[src/adsc_pkg.sv]
// shared types, constants and the microprogram of the audio drift sample corrector
package adsc_pkg;

    // fixed-point defaults
    localparam int FRAC_BITS_DEF = 24;
    localparam int PC_W          = 5;

    // reciprocal of 25 scaled by 2^32, used for the divide by 100 after a shift by 2
    localparam logic [27:0] DIV25_RECIP = 28'd171798692;
    localparam logic [6:0]  PCT_MAX     = 7'd99;
    localparam logic [7:0]  PCT_BASE    = 8'd100;

    // configuration register indexes
    typedef enum logic [2:0] {
        REG_AUDIO_IS_MASTER    = 3'd0,
        REG_AVG_COEF           = 3'd1,
        REG_DIFF_THRESHOLD     = 3'd2,
        REG_NOSYNC_LIMIT       = 3'd3,
        REG_AVG_TARGET         = 3'd4,
        REG_CORRECTION_PERCENT = 3'd5,
        REG_SRC_RATE           = 3'd6
    } reg_idx_t;

    // reset values of the configuration registers
    localparam logic        RST_AUDIO_IS_MASTER    = 1'b0;
    localparam logic [15:0] RST_AVG_COEF           = 16'd52030;
    localparam logic [30:0] RST_DIFF_THRESHOLD     = 31'd335544;
    localparam logic [30:0] RST_NOSYNC_LIMIT       = 31'd167772160;
    localparam logic [5:0]  RST_AVG_TARGET         = 6'd20;
    localparam logic [6:0]  RST_CORRECTION_PERCENT = 7'd10;
    localparam logic [17:0] RST_SRC_RATE           = 18'd48000;

    // channel payloads
    typedef struct packed {
        logic signed [31:0] clock_diff;
        logic               diff_valid;
        logic [15:0]        sample_count;
    } frame_t;

    typedef struct packed {
        logic [16:0] wanted_count;
        logic        corrected;
    } result_t;

    typedef struct packed {
        reg_idx_t    index;
        logic [30:0] value;
    } cfg_t;

    // configuration register file contents
    typedef struct packed {
        logic        audio_is_master;
        logic [15:0] avg_coef;
        logic [30:0] diff_threshold;
        logic [30:0] nosync_limit;
        logic [5:0]  avg_target;
        logic [6:0]  correction_percent;
        logic [17:0] src_rate;
    } cfg_regs_t;

    // datapath micro-operations
    typedef enum logic [4:0] {
        OP_NOP,
        OP_MUL_ACC_LO,
        OP_MUL_ACC_HI,
        OP_ACC_UPD,
        OP_MUL_AVG_LO,
        OP_MUL_AVG_HI,
        OP_AVG_CMP,
        OP_MUL_CORR,
        OP_MUL_LO_BOUND,
        OP_MUL_HI_BOUND,
        OP_DIV_LO,
        OP_DIV_HI,
        OP_HI_STORE,
        OP_EMIT_CORR,
        OP_INC,
        OP_CLEAR,
        OP_EMIT_PASS
    } uop_t;

    // sequencer branch conditions
    typedef enum logic [2:0] {
        C_NEXT,
        C_JUMP,
        C_WAIT_IN,
        C_IF_MASTER,
        C_IF_NOSYNC,
        C_IF_COUNTING,
        C_IF_BELOW,
        C_WAIT_OUT
    } cond_t;

    typedef struct packed {
        uop_t             op;
        cond_t            cond;
        logic [PC_W-1:0]  target;
    } uword_t;

    // program addresses
    localparam logic [PC_W-1:0] A_IDLE  = 5'd0;
    localparam logic [PC_W-1:0] A_INC   = 5'd16;
    localparam logic [PC_W-1:0] A_CLEAR = 5'd17;
    localparam logic [PC_W-1:0] A_PASS  = 5'd18;

    // datapath status seen by the sequencer
    typedef struct packed {
        logic in_valid;
        logic master;
        logic nosync;
        logic counting;
        logic below;
        logic out_busy;
    } status_t;

    // sequencer control to the datapath
    typedef struct packed {
        uop_t op;
        logic idle;
    } ctrl_t;

    // microprogram store
    function automatic uword_t ucode_rom(input logic [PC_W-1:0] addr);
        uword_t w;
        w = '{op: OP_NOP, cond: C_JUMP, target: A_IDLE};
        case (addr)
            5'd0:  w = '{op: OP_NOP,          cond: C_WAIT_IN,     target: A_IDLE};
            5'd1:  w = '{op: OP_NOP,          cond: C_IF_MASTER,   target: A_PASS};
            5'd2:  w = '{op: OP_NOP,          cond: C_IF_NOSYNC,   target: A_CLEAR};
            5'd3:  w = '{op: OP_MUL_ACC_LO,   cond: C_NEXT,        target: A_IDLE};
            5'd4:  w = '{op: OP_MUL_ACC_HI,   cond: C_NEXT,        target: A_IDLE};
            5'd5:  w = '{op: OP_ACC_UPD,      cond: C_IF_COUNTING, target: A_INC};
            5'd6:  w = '{op: OP_MUL_AVG_LO,   cond: C_NEXT,        target: A_IDLE};
            5'd7:  w = '{op: OP_MUL_AVG_HI,   cond: C_NEXT,        target: A_IDLE};
            5'd8:  w = '{op: OP_AVG_CMP,      cond: C_NEXT,        target: A_IDLE};
            5'd9:  w = '{op: OP_MUL_CORR,     cond: C_IF_BELOW,    target: A_PASS};
            5'd10: w = '{op: OP_MUL_LO_BOUND, cond: C_NEXT,        target: A_IDLE};
            5'd11: w = '{op: OP_MUL_HI_BOUND, cond: C_NEXT,        target: A_IDLE};
            5'd12: w = '{op: OP_DIV_LO,       cond: C_NEXT,        target: A_IDLE};
            5'd13: w = '{op: OP_DIV_HI,       cond: C_NEXT,        target: A_IDLE};
            5'd14: w = '{op: OP_HI_STORE,     cond: C_NEXT,        target: A_IDLE};
            5'd15: w = '{op: OP_EMIT_CORR,    cond: C_WAIT_OUT,    target: A_IDLE};
            5'd16: w = '{op: OP_INC,          cond: C_JUMP,        target: A_PASS};
            5'd17: w = '{op: OP_CLEAR,        cond: C_JUMP,        target: A_PASS};
            5'd18: w = '{op: OP_EMIT_PASS,    cond: C_WAIT_OUT,    target: A_IDLE};
            default: w = '{op: OP_NOP, cond: C_JUMP, target: A_IDLE};
        endcase
        return w;
    endfunction

endpackage

[src/adsc_stream_if.sv]
// valid/ready channel carrying one payload item
interface adsc_stream_if #(parameter type T = logic);
    logic valid;
    logic ready;
    T     data;

    modport source (output valid, output data, input ready);
    modport sink   (input valid, input data, output ready);
endinterface

[src/adsc_useq.sv]
// microprogram sequencer: step counter, control store and conditional jumps
module adsc_useq
(
    input  logic              clk,
    input  logic              rst_n,
    input  adsc_pkg::status_t status,
    output adsc_pkg::ctrl_t   ctrl
);

    logic [adsc_pkg::PC_W-1:0] pc_reg;
    logic [adsc_pkg::PC_W-1:0] pc_next;
    adsc_pkg::uword_t          word;

    // control store lookup
    assign word = adsc_pkg::ucode_rom(pc_reg);

    // next step selection
    always_comb
    begin
        pc_next = pc_reg + adsc_pkg::PC_W'(1);
        case (word.cond)
            adsc_pkg::C_NEXT:        pc_next = pc_reg + adsc_pkg::PC_W'(1);
            adsc_pkg::C_JUMP:        pc_next = word.target;
            adsc_pkg::C_WAIT_IN:     pc_next = status.in_valid ? pc_reg + adsc_pkg::PC_W'(1)
                                                               : pc_reg;
            adsc_pkg::C_IF_MASTER:   if (status.master) pc_next = word.target;
            adsc_pkg::C_IF_NOSYNC:   if (status.nosync) pc_next = word.target;
            adsc_pkg::C_IF_COUNTING: if (status.counting) pc_next = word.target;
            adsc_pkg::C_IF_BELOW:    if (status.below) pc_next = word.target;
            adsc_pkg::C_WAIT_OUT:    pc_next = status.out_busy ? pc_reg : word.target;
            default:                 pc_next = adsc_pkg::A_IDLE;
        endcase
    end

    // step counter
    always_ff @(posedge clk or negedge rst_n)
    begin
        if (!rst_n)
            pc_reg <= adsc_pkg::A_IDLE;
        else
            pc_reg <= pc_next;
    end

    // control outputs
    always_comb
    begin
        ctrl.op   = word.op;
        ctrl.idle = (pc_reg == adsc_pkg::A_IDLE);
    end

endmodule

[src/adsc_datapath.sv]
// datapath: item registers, shared multiplier, accumulator, bounds and result register
module adsc_datapath #(
    parameter int FRAC_BITS = adsc_pkg::FRAC_BITS_DEF
)
(
    input  logic                clk,
    input  logic                rst_n,
    input  adsc_pkg::ctrl_t     ctrl,
    input  adsc_pkg::cfg_regs_t cfg_regs,
    input  adsc_pkg::frame_t    frame,
    input  logic                in_valid,
    input  logic                in_fire,
    input  logic                out_ready,
    output adsc_pkg::status_t   status,
    output adsc_pkg::result_t   result,
    output logic                out_valid
);

    localparam int CMAG_W = 49 - FRAC_BITS;
    localparam int SUM_W  = CMAG_W + 2;
    localparam logic signed [49:0] ACC_MAX_S = 50'sh7FFF_FFFF_FFFF;

    // item registers
    logic signed [31:0] diff_reg;
    logic               valid_reg;
    logic [15:0]        count_reg;

    // state and scratch registers
    logic signed [47:0] acc_reg, acc_next;
    logic [5:0]         cnt_reg, cnt_next;
    logic [59:0]        prod_reg, prod_next;
    logic [59:0]        t_reg, t_next;
    logic               ge_reg, ge_next;
    logic [CMAG_W-1:0]  cmag_reg, cmag_next;
    logic [23:0]        xlo_reg, xlo_next;
    logic [23:0]        xhi_reg, xhi_next;
    logic [16:0]        lo_reg, lo_next;
    logic [16:0]        hi_reg, hi_next;
    adsc_pkg::result_t  res_reg, res_next;
    logic               out_valid_reg, out_valid_next;

    // derived operands
    logic [47:0]        acc_abs;
    logic [46:0]        acc_mag;
    logic [31:0]        dmag;
    logic [16:0]        inv_coef;
    logic [6:0]         p_eff;
    logic [7:0]         lo_mul;
    logic [7:0]         hi_mul;
    logic [31:0]        mul_a;
    logic [27:0]        mul_b;
    logic [63:0]        full_prod;
    logic [47:0]        pmag;
    logic signed [49:0] pmag_s;
    logic signed [49:0] acc_sum;
    logic signed [SUM_W-1:0] cmag_s;
    logic signed [SUM_W-1:0] wanted_s;
    logic signed [SUM_W-1:0] lo_s;
    logic signed [SUM_W-1:0] hi_s;
    logic signed [SUM_W-1:0] wanted_clip;
    logic               out_busy;
    logic               emit;

    // magnitudes and percent limits
    assign acc_abs  = acc_reg[47] ? 48'(-acc_reg) : acc_reg;
    assign acc_mag  = acc_abs[46:0];
    assign dmag     = diff_reg[31] ? 32'(-diff_reg) : diff_reg;
    assign inv_coef = 17'h10000 - {1'b0, cfg_regs.avg_coef};
    assign p_eff    = (cfg_regs.correction_percent > adsc_pkg::PCT_MAX) ? adsc_pkg::PCT_MAX
                                                                        : cfg_regs.correction_percent;
    assign lo_mul   = adsc_pkg::PCT_BASE - {1'b0, p_eff};
    assign hi_mul   = adsc_pkg::PCT_BASE + {1'b0, p_eff};

    // two partial products of a 47-bit magnitude recombined, then scaled by 2^-16
    assign full_prod = t_reg[63-24:0] + {prod_reg[39:0], 24'b0};
    assign pmag      = full_prod[63:16];
    assign pmag_s    = $signed({2'b00, pmag});
    assign acc_sum   = 50'(diff_reg) + (acc_reg[47] ? -pmag_s : pmag_s);

    // corrected count before and after clipping
    assign cmag_s   = $signed({2'b00, cmag_reg});
    assign wanted_s = $signed(SUM_W'(count_reg)) + (diff_reg[31] ? -cmag_s : cmag_s);
    assign lo_s     = $signed(SUM_W'(lo_reg));
    assign hi_s     = $signed(SUM_W'(hi_reg));

    always_comb
    begin
        wanted_clip = wanted_s;
        if (wanted_clip < lo_s)
            wanted_clip = lo_s;
        if (wanted_clip > hi_s)
            wanted_clip = hi_s;
    end

    // multiplier operand selection
    always_comb
    begin
        mul_a = '0;
        mul_b = '0;
        case (ctrl.op)
            adsc_pkg::OP_MUL_ACC_LO:
            begin
                mul_a = {8'b0, acc_mag[23:0]};
                mul_b = {12'b0, cfg_regs.avg_coef};
            end
            adsc_pkg::OP_MUL_ACC_HI:
            begin
                mul_a = {9'b0, acc_mag[46:24]};
                mul_b = {12'b0, cfg_regs.avg_coef};
            end
            adsc_pkg::OP_MUL_AVG_LO:
            begin
                mul_a = {8'b0, acc_mag[23:0]};
                mul_b = {11'b0, inv_coef};
            end
            adsc_pkg::OP_MUL_AVG_HI:
            begin
                mul_a = {9'b0, acc_mag[46:24]};
                mul_b = {11'b0, inv_coef};
            end
            adsc_pkg::OP_MUL_CORR:
            begin
                mul_a = dmag;
                mul_b = {10'b0, cfg_regs.src_rate};
            end
            adsc_pkg::OP_MUL_LO_BOUND:
            begin
                mul_a = {16'b0, count_reg};
                mul_b = {20'b0, lo_mul};
            end
            adsc_pkg::OP_MUL_HI_BOUND:
            begin
                mul_a = {16'b0, count_reg};
                mul_b = {20'b0, hi_mul};
            end
            adsc_pkg::OP_DIV_LO:
            begin
                mul_a = {10'b0, xlo_reg[23:2]};
                mul_b = adsc_pkg::DIV25_RECIP;
            end
            adsc_pkg::OP_DIV_HI:
            begin
                mul_a = {10'b0, xhi_reg[23:2]};
                mul_b = adsc_pkg::DIV25_RECIP;
            end
            default:
            begin
                mul_a = '0;
                mul_b = '0;
            end
        endcase
    end

    assign out_busy = out_valid_reg && !out_ready;
    assign emit     = !out_busy && (ctrl.op == adsc_pkg::OP_EMIT_CORR ||
                                    ctrl.op == adsc_pkg::OP_EMIT_PASS);

    // micro-operation execution
    always_comb
    begin
        acc_next       = acc_reg;
        cnt_next       = cnt_reg;
        prod_next      = {28'b0, mul_a} * {32'b0, mul_b};
        t_next         = t_reg;
        ge_next        = ge_reg;
        cmag_next      = cmag_reg;
        xlo_next       = xlo_reg;
        xhi_next       = xhi_reg;
        lo_next        = lo_reg;
        hi_next        = hi_reg;
        res_next       = res_reg;
        out_valid_next = out_valid_reg && !out_ready;
        case (ctrl.op)
            adsc_pkg::OP_MUL_ACC_HI,
            adsc_pkg::OP_MUL_AVG_HI:
                t_next = prod_reg;
            adsc_pkg::OP_ACC_UPD:
            begin
                if (acc_sum > ACC_MAX_S)
                    acc_next = ACC_MAX_S[47:0];
                else if (acc_sum < -ACC_MAX_S)
                    acc_next = 48'(-ACC_MAX_S);
                else
                    acc_next = acc_sum[47:0];
            end
            adsc_pkg::OP_AVG_CMP:
                ge_next = (pmag >= {17'b0, cfg_regs.diff_threshold});
            adsc_pkg::OP_MUL_LO_BOUND:
                cmag_next = prod_reg[48:FRAC_BITS];
            adsc_pkg::OP_MUL_HI_BOUND:
                xlo_next = prod_reg[23:0];
            adsc_pkg::OP_DIV_LO:
                xhi_next = prod_reg[23:0];
            adsc_pkg::OP_DIV_HI:
                lo_next = prod_reg[48:32];
            adsc_pkg::OP_HI_STORE:
                hi_next = prod_reg[48:32];
            adsc_pkg::OP_EMIT_CORR:
            begin
                if (emit)
                begin
                    res_next       = '{wanted_count: wanted_clip[16:0], corrected: 1'b1};
                    out_valid_next = 1'b1;
                end
            end
            adsc_pkg::OP_EMIT_PASS:
            begin
                if (emit)
                begin
                    res_next       = '{wanted_count: {1'b0, count_reg}, corrected: 1'b0};
                    out_valid_next = 1'b1;
                end
            end
            adsc_pkg::OP_INC:
                cnt_next = cnt_reg + 6'd1;
            adsc_pkg::OP_CLEAR:
            begin
                acc_next = '0;
                cnt_next = '0;
            end
            default:
                ;
        endcase
    end

    // control state
    always_ff @(posedge clk or negedge rst_n)
    begin
        if (!rst_n)
        begin
            acc_reg       <= '0;
            cnt_reg       <= '0;
            out_valid_reg <= 1'b0;
        end
        else
        begin
            acc_reg       <= acc_next;
            cnt_reg       <= cnt_next;
            out_valid_reg <= out_valid_next;
        end
    end

    // payload and scratch registers
    always_ff @(posedge clk)
    begin
        if (in_fire)
        begin
            diff_reg  <= frame.clock_diff;
            valid_reg <= frame.diff_valid;
            count_reg <= frame.sample_count;
        end
        prod_reg <= prod_next;
        t_reg    <= t_next;
        ge_reg   <= ge_next;
        cmag_reg <= cmag_next;
        xlo_reg  <= xlo_next;
        xhi_reg  <= xhi_next;
        lo_reg   <= lo_next;
        hi_reg   <= hi_next;
        res_reg  <= res_next;
    end

    // status to the sequencer
    always_comb
    begin
        status.in_valid = in_valid;
        status.master   = cfg_regs.audio_is_master;
        status.nosync   = !valid_reg || (dmag >= {1'b0, cfg_regs.nosync_limit});
        status.counting = (cnt_reg < cfg_regs.avg_target);
        status.below    = !ge_reg;
        status.out_busy = out_busy;
    end

    assign result    = res_reg;
    assign out_valid = out_valid_reg;

endmodule

[src/audio_drift_sample_corrector.sv]
// A frame is taken only while the sequencer is idle. Its result is registered at an emit step,
// reached soonest when audio is master, then when the average is cleared, while averaging and
// below the threshold, and last on the correction path; emit waits while a result is unread.
// The next frame is taken only after the result is stored and the sequencer is back in idle,
// as set by the microprogram around the single shared 32x28 multiplier.
// Reset (rst_n low, asynchronous) clears the averaging state, step counter and result valid.
module audio_drift_sample_corrector #(
    parameter int FRAC_BITS = adsc_pkg::FRAC_BITS_DEF
)
(
    input  logic          clk,
    input  logic          rst_n,
    adsc_stream_if.sink   frames,
    adsc_stream_if.source results,
    adsc_stream_if.sink   cfg
);

    adsc_pkg::cfg_regs_t cfg_regs_reg;
    adsc_pkg::cfg_regs_t cfg_regs_next;
    adsc_pkg::status_t   status;
    adsc_pkg::ctrl_t     ctrl;
    adsc_pkg::result_t   result;
    logic                out_valid;
    logic                in_fire;
    logic                cfg_fire;

    // handshakes
    assign frames.ready = ctrl.idle;
    assign in_fire      = frames.valid && frames.ready;
    assign cfg.ready    = 1'b1;
    assign cfg_fire     = cfg.valid && cfg.ready;

    // register file writes
    always_comb
    begin
        cfg_regs_next = cfg_regs_reg;
        if (cfg_fire)
        begin
            case (cfg.data.index)
                adsc_pkg::REG_AUDIO_IS_MASTER:
                    cfg_regs_next.audio_is_master = cfg.data.value[0];
                adsc_pkg::REG_AVG_COEF:
                    cfg_regs_next.avg_coef = cfg.data.value[15:0];
                adsc_pkg::REG_DIFF_THRESHOLD:
                    cfg_regs_next.diff_threshold = cfg.data.value;
                adsc_pkg::REG_NOSYNC_LIMIT:
                    cfg_regs_next.nosync_limit = cfg.data.value;
                adsc_pkg::REG_AVG_TARGET:
                    cfg_regs_next.avg_target = cfg.data.value[5:0];
                adsc_pkg::REG_CORRECTION_PERCENT:
                    cfg_regs_next.correction_percent = cfg.data.value[6:0];
                adsc_pkg::REG_SRC_RATE:
                    cfg_regs_next.src_rate = cfg.data.value[17:0];
                default:
                    ;
            endcase
        end
    end

    always_ff @(posedge clk or negedge rst_n)
    begin
        if (!rst_n)
        begin
            cfg_regs_reg.audio_is_master    <= adsc_pkg::RST_AUDIO_IS_MASTER;
            cfg_regs_reg.avg_coef           <= adsc_pkg::RST_AVG_COEF;
            cfg_regs_reg.diff_threshold     <= adsc_pkg::RST_DIFF_THRESHOLD;
            cfg_regs_reg.nosync_limit       <= adsc_pkg::RST_NOSYNC_LIMIT;
            cfg_regs_reg.avg_target         <= adsc_pkg::RST_AVG_TARGET;
            cfg_regs_reg.correction_percent <= adsc_pkg::RST_CORRECTION_PERCENT;
            cfg_regs_reg.src_rate           <= adsc_pkg::RST_SRC_RATE;
        end
        else
        begin
            cfg_regs_reg <= cfg_regs_next;
        end
    end

    // sequencer
    adsc_useq u_useq (
        .clk    (clk),
        .rst_n  (rst_n),
        .status (status),
        .ctrl   (ctrl)
    );

    // datapath
    adsc_datapath #(
        .FRAC_BITS (FRAC_BITS)
    ) u_datapath (
        .clk       (clk),
        .rst_n     (rst_n),
        .ctrl      (ctrl),
        .cfg_regs  (cfg_regs_reg),
        .frame     (frames.data),
        .in_valid  (frames.valid),
        .in_fire   (in_fire),
        .out_ready (results.ready),
        .status    (status),
        .result    (result),
        .out_valid (out_valid)
    );

    assign results.valid = out_valid;
    assign results.data  = result;

    // an accepted frame takes the sequencer out of idle
    a_busy_after_accept: assert property (@(posedge clk) disable iff (!rst_n)
        in_fire |=> !frames.ready)
        else $error("frame accepted while sequencer stays idle");

    // an uncorrected count is the 16-bit input count
    a_pass_width: assert property (@(posedge clk) disable iff (!rst_n)
        (results.valid && !results.data.corrected) |-> (results.data.wanted_count[16] == 1'b0))
        else $error("pass-through count exceeds input range");

    // a new result appears only after an emit step
    a_emit_source: assert property (@(posedge clk) disable iff (!rst_n)
        $rose(results.valid) |-> ($past(ctrl.op) == adsc_pkg::OP_EMIT_CORR ||
                                  $past(ctrl.op) == adsc_pkg::OP_EMIT_PASS))
        else $error("result valid without emit step");

endmodule

[src/flat_wrapper.sv]
// flat-port wrapper written by rule: the top's interface ports become plain ports
module audio_drift_sample_corrector_flat 
#(
    parameter int FRAC_BITS = adsc_pkg::FRAC_BITS_DEF
)
  (clk, rst_n, frames_valid, frames_data, frames_ready, results_valid, results_data, results_ready, cfg_valid, cfg_data, cfg_ready);
  adsc_stream_if #(.T(adsc_pkg::frame_t)) frames_i ();
  adsc_stream_if #(.T(adsc_pkg::result_t)) results_i ();
  adsc_stream_if #(.T(adsc_pkg::cfg_t)) cfg_i ();
  input  logic clk;
  input  logic rst_n;
  input wire logic [$bits(frames_i.valid)-1:0] frames_valid;
  input wire logic [$bits(frames_i.data)-1:0] frames_data;
  output wire logic [$bits(frames_i.ready)-1:0] frames_ready;
  output wire logic [$bits(results_i.valid)-1:0] results_valid;
  output wire logic [$bits(results_i.data)-1:0] results_data;
  input wire logic [$bits(results_i.ready)-1:0] results_ready;
  input wire logic [$bits(cfg_i.valid)-1:0] cfg_valid;
  input wire logic [$bits(cfg_i.data)-1:0] cfg_data;
  output wire logic [$bits(cfg_i.ready)-1:0] cfg_ready;
  assign frames_i.valid = frames_valid;
  assign frames_i.data = frames_data;
  assign frames_ready = frames_i.ready;
  assign results_valid = results_i.valid;
  assign results_data = results_i.data;
  assign results_i.ready = results_ready;
  assign cfg_i.valid = cfg_valid;
  assign cfg_i.data = cfg_data;
  assign cfg_ready = cfg_i.ready;
  audio_drift_sample_corrector #(.FRAC_BITS(FRAC_BITS)) u_core (.clk(clk), .rst_n(rst_n), .frames(frames_i), .results(results_i), .cfg(cfg_i));
endmodule
[config.mk]
export PLATFORM = sky130hd
export DESIGN_NAME = audio_drift_sample_corrector_flat
export DESIGN_NICKNAME = d
export VERILOG_FILES = /design/src/adsc_pkg.sv /design/src/adsc_stream_if.sv /design/src/adsc_useq.sv /design/src/adsc_datapath.sv /design/src/audio_drift_sample_corrector.sv /design/src/flat_wrapper.sv
export SDC_FILE = /design/constraint.sdc
export NUM_CORES = 2
export LEC_CHECK = 0
export ABC_AREA = 1
export BUFFER_PORTS_ARGS = -buffer_cell sky130_fd_sc_hd__buf_2
export CAP_MARGIN = 20
export CELL_PAD_IN_SITES_DETAIL_PLACEMENT = 0
export CELL_PAD_IN_SITES_GLOBAL_PLACEMENT = 1
export CORE_MARGIN = 3
export CORE_UTILIZATION = 43
export CTS_CLUSTER_SIZE = 8
export DETAILED_ROUTE_END_ITERATION = 8
export GPL_ROUTABILITY_DRIVEN = 0
export GPL_TIMING_DRIVEN = 0
export HOLD_SLACK_MARGIN = 0.03
export PLACE_DENSITY_LB_ADDON = 0.3
export REMOVE_ABC_BUFFERS = 1
export SETUP_SLACK_MARGIN = 0.1
export SLEW_MARGIN = 15
export SYNTH_ARGS = -nofsm -noshare
export SYNTH_HDL_FRONTEND = slang
export SYNTH_SLANG_ARGS = --single-unit
[constraint.sdc]
create_clock -name clk -period 11.9 [get_ports clk]
set_input_delay 2.38 -clock clk [delete_from_list [all_inputs] [get_ports clk]]
set_output_delay 2.38 -clock clk [all_outputs]
set_load 0.05 [all_outputs]
==> metrics.txt <==
status=completed; core area=120000 um2; CP startpoint kind=register; residual DRC count=0; cell row count=between 100 and 150; GRT Total Usage=28.9%; cts hold-fix bufs=0; Die Wd=between 300 and 400 um; share of cells above drive strength 1=5.92%; CP required=12.37 ns; Final ANT Viol Nets=0; first-pass GRT wire length=274 mm; most frequent cells in the layout=1501 x inv_1, 1360 x nand2_1, 633 x fa_1; part of the cycle the worst path needs=96.1%; worst skew pair latency=0.63 ns; Reg2Reg Setup Slack=0.46 ns; number of synthesized flops with an enable pin=195; mapped cell area=52300 um2; slew of the pin with the lowest slew margin=1.24 ns; Sink Count=414; H-tree Lvls=2; top_reg_cell synth=edfxtp_1; Routed met3 length=14.6 mm; area grow syn2layout=9.01%; Die Y=355 um; Post-DP HPWL=150 mm; final WL=182 mm; vias in the first global route=44161; most common cell after layout, fill and taps aside=inv_1; fin crit period=11.44 ns; uppermost routed layer=met5; Port Buffers=107; Syn Area/Cell=7.86 um2; Slowest cell on crit path=a221oi_1; RSZ-0062 raised after global routing=true; worst rel slew slack=16.8%; Max Cap Viol=0; Initial Util=43.5%; number of flip-flops in the largest register=110; area leader, netlist=fa_1; wire per inst=~22 um; WHS=0.483 ns; grt total ovfl=0; Gate Count Post-Synth=6659; critical path type=register to register; Clock Skew=~0.034 ns; max-slew violation count=0; cell mode on critical path=inv_1; TritonCTS clock tree=done; Initial DRT Pass Iterations=6; total CTS buffers=58; Worst-path clk slew=0.06 ns; Area contributors post-synth=fa_1 24%, edfxtp_1 11%, inv_1 11%; Crit path largest cell delay=between 0.7 and 0.8 ns; layout net count=7892; pin count of the biggest net entering global routing=89; library cells used by synthesis=72; critical path arrival=11.90 ns; M1 WL=78.6 mm; achievable frequency=87.4 MHz; sequential share of the synthesized area=21.3%; initial DRC count=3920; crit end category=register; Met2 Routed Length=about 80 mm; Vias/cell=5.28; buffer depth of the longest clock path=3; Hold/Removal Path Class=register to register; largest fanout on the critical path=30; via count=44374; initial antenna violation count=11; register bit total from synthesis=414; Synth top area share=between 20% and 30%; final hold vios=0; asr flop ratio synth=between 40 and 50%; Root Buffer=clkbuf_16; final setup fails=0; warning count from the yosys run=0; die area=126000 um2; I/O pin cnt=109
[per-stage QoR]
step / instances / worst slack [ns] / utilization (%) / TNS [ns] / area [um2]
after floorplan: 6527 / 1.86 / - / 0 / 51700
after global placement: 8246 / -3.07 / 45.1 / -75.20 / 54300
after detailed placement: 8292 / -0.0274 / 45.8 / -0.0274 / 55100
after CTS: 8400 / 0.115 / 47.3 / 0 / 56900
after global routing: 8408 / 0.0690 / 47.4 / 0 / 57000
final: 8411 / 0.462 / 47.4 / 0 / 57000
[repair_timing]
action | 4_1_cts | 5_1_grt
buffers inserted | 0 | 5
cloned | 0 | 1
gates resized for setup | 2 | 14
endpoints found under the setup margin | 1 | 4
pin swaps | 0 | 1
[final cells by class]
class | instances | area, um2
Antenna cell | 3 | 7.51
Clock buffer | 104 | 1660
Clock inverter | 4 | 81.3
Fill cell | 12011 | 63300
Inverter | 1536 | 5780
Multi-Input combinational cell | 4578 | 35000
Sequential cell | 414 | 11100
Tap cell | 1612 | 2020
Timing Repair Buffer | 160 | 1320
[synth_stat cells, drive strengths merged (2+ instances only)]
library cell  instances
o41ai                 2
nand3               213
nand2              1379
a31oi                21
edfxtp              195
a21oi               266
nand4                59
and3                  8
a211oi               11
dfrtp               137
nor3                 87
clkbuf              102
xnor2                58
a41oi                 2
dfstp                33
o21bai               12
a32o                  7
o2111ai               6
a21boi               11
dfxtp                49
nor2                659
a221oi               14
clkinv                7
buf                  56
o221ai                5
and2                  4
o21ai               338
o31ai                 7
o211ai               15
a22o                  3
nor3b                 2
nor4                 21
a21o                 14
nand3b               26
or2                  20
xor2                182
o22ai                18
o21a                 15
conb                  2
inv                1529
fa                  633
ha                  423
[metal layers]
metal	vias up	track usage, %
met2	1625	45.2
li1	20643	-
met3	323	4.91
met5	-	0
met4	10	11.5
met1	21773	40.1
[worst max-delay path, delay by kind of cell (launching register included)]
kind | cells | cell delay (ns)
DFF | 1 | 0.48
AOI/OAI and AO/OA | 9 | 3.10
buffers and inverters | 9 | 1.73
xor gates and xnor gates | 1 | 0.46
and+or+nand+nor | 10 | 1.50
adders and majority gates | 9 | 3.97
[path summary, 6_finish.rpt]
path | from | to | depth (start not counted)
hold / removal | u_core.cfg_regs_reg[26] | u_core.cfg_regs_reg[26] | 2
max in group asynchronous | rst_n | u_core.u_datapath.acc_reg[47] | 2
min in group asynchronous | rst_n | u_core.u_useq.pc_reg[0] | 1
setup reg to reg | u_core.u_useq.pc_reg[2] | u_core.u_datapath.prod_reg[45] | 38
setup / recovery | u_core.u_useq.pc_reg[2] | u_core.u_datapath.prod_reg[45] | 38
hold reg to reg | u_core.cfg_regs_reg[26] | u_core.cfg_regs_reg[26] | 2
[kinds of logic (layout without fill, tap and decap cells)]
group | Yosys count | count (layout) | share of synthesized area, %
other | 2 | 31 | 0.0144
buffers and inverters | 1694 | 1804 | 12.4
AO/OA/AOI/OAI | 774 | 774 | 8.30
AND/OR/NAND/NOR | 2479 | 2480 | 19.6
XOR/XNOR | 240 | 240 | 4.06
adder cells (fa/ha/maj) | 1056 | 1056 | 34.3
flip-flops | 414 | 414 | 21.3
Power is left out: the tool's default activity adds up to more than one toggle a clock period on the data nets, which glitch-free logic cannot reach.
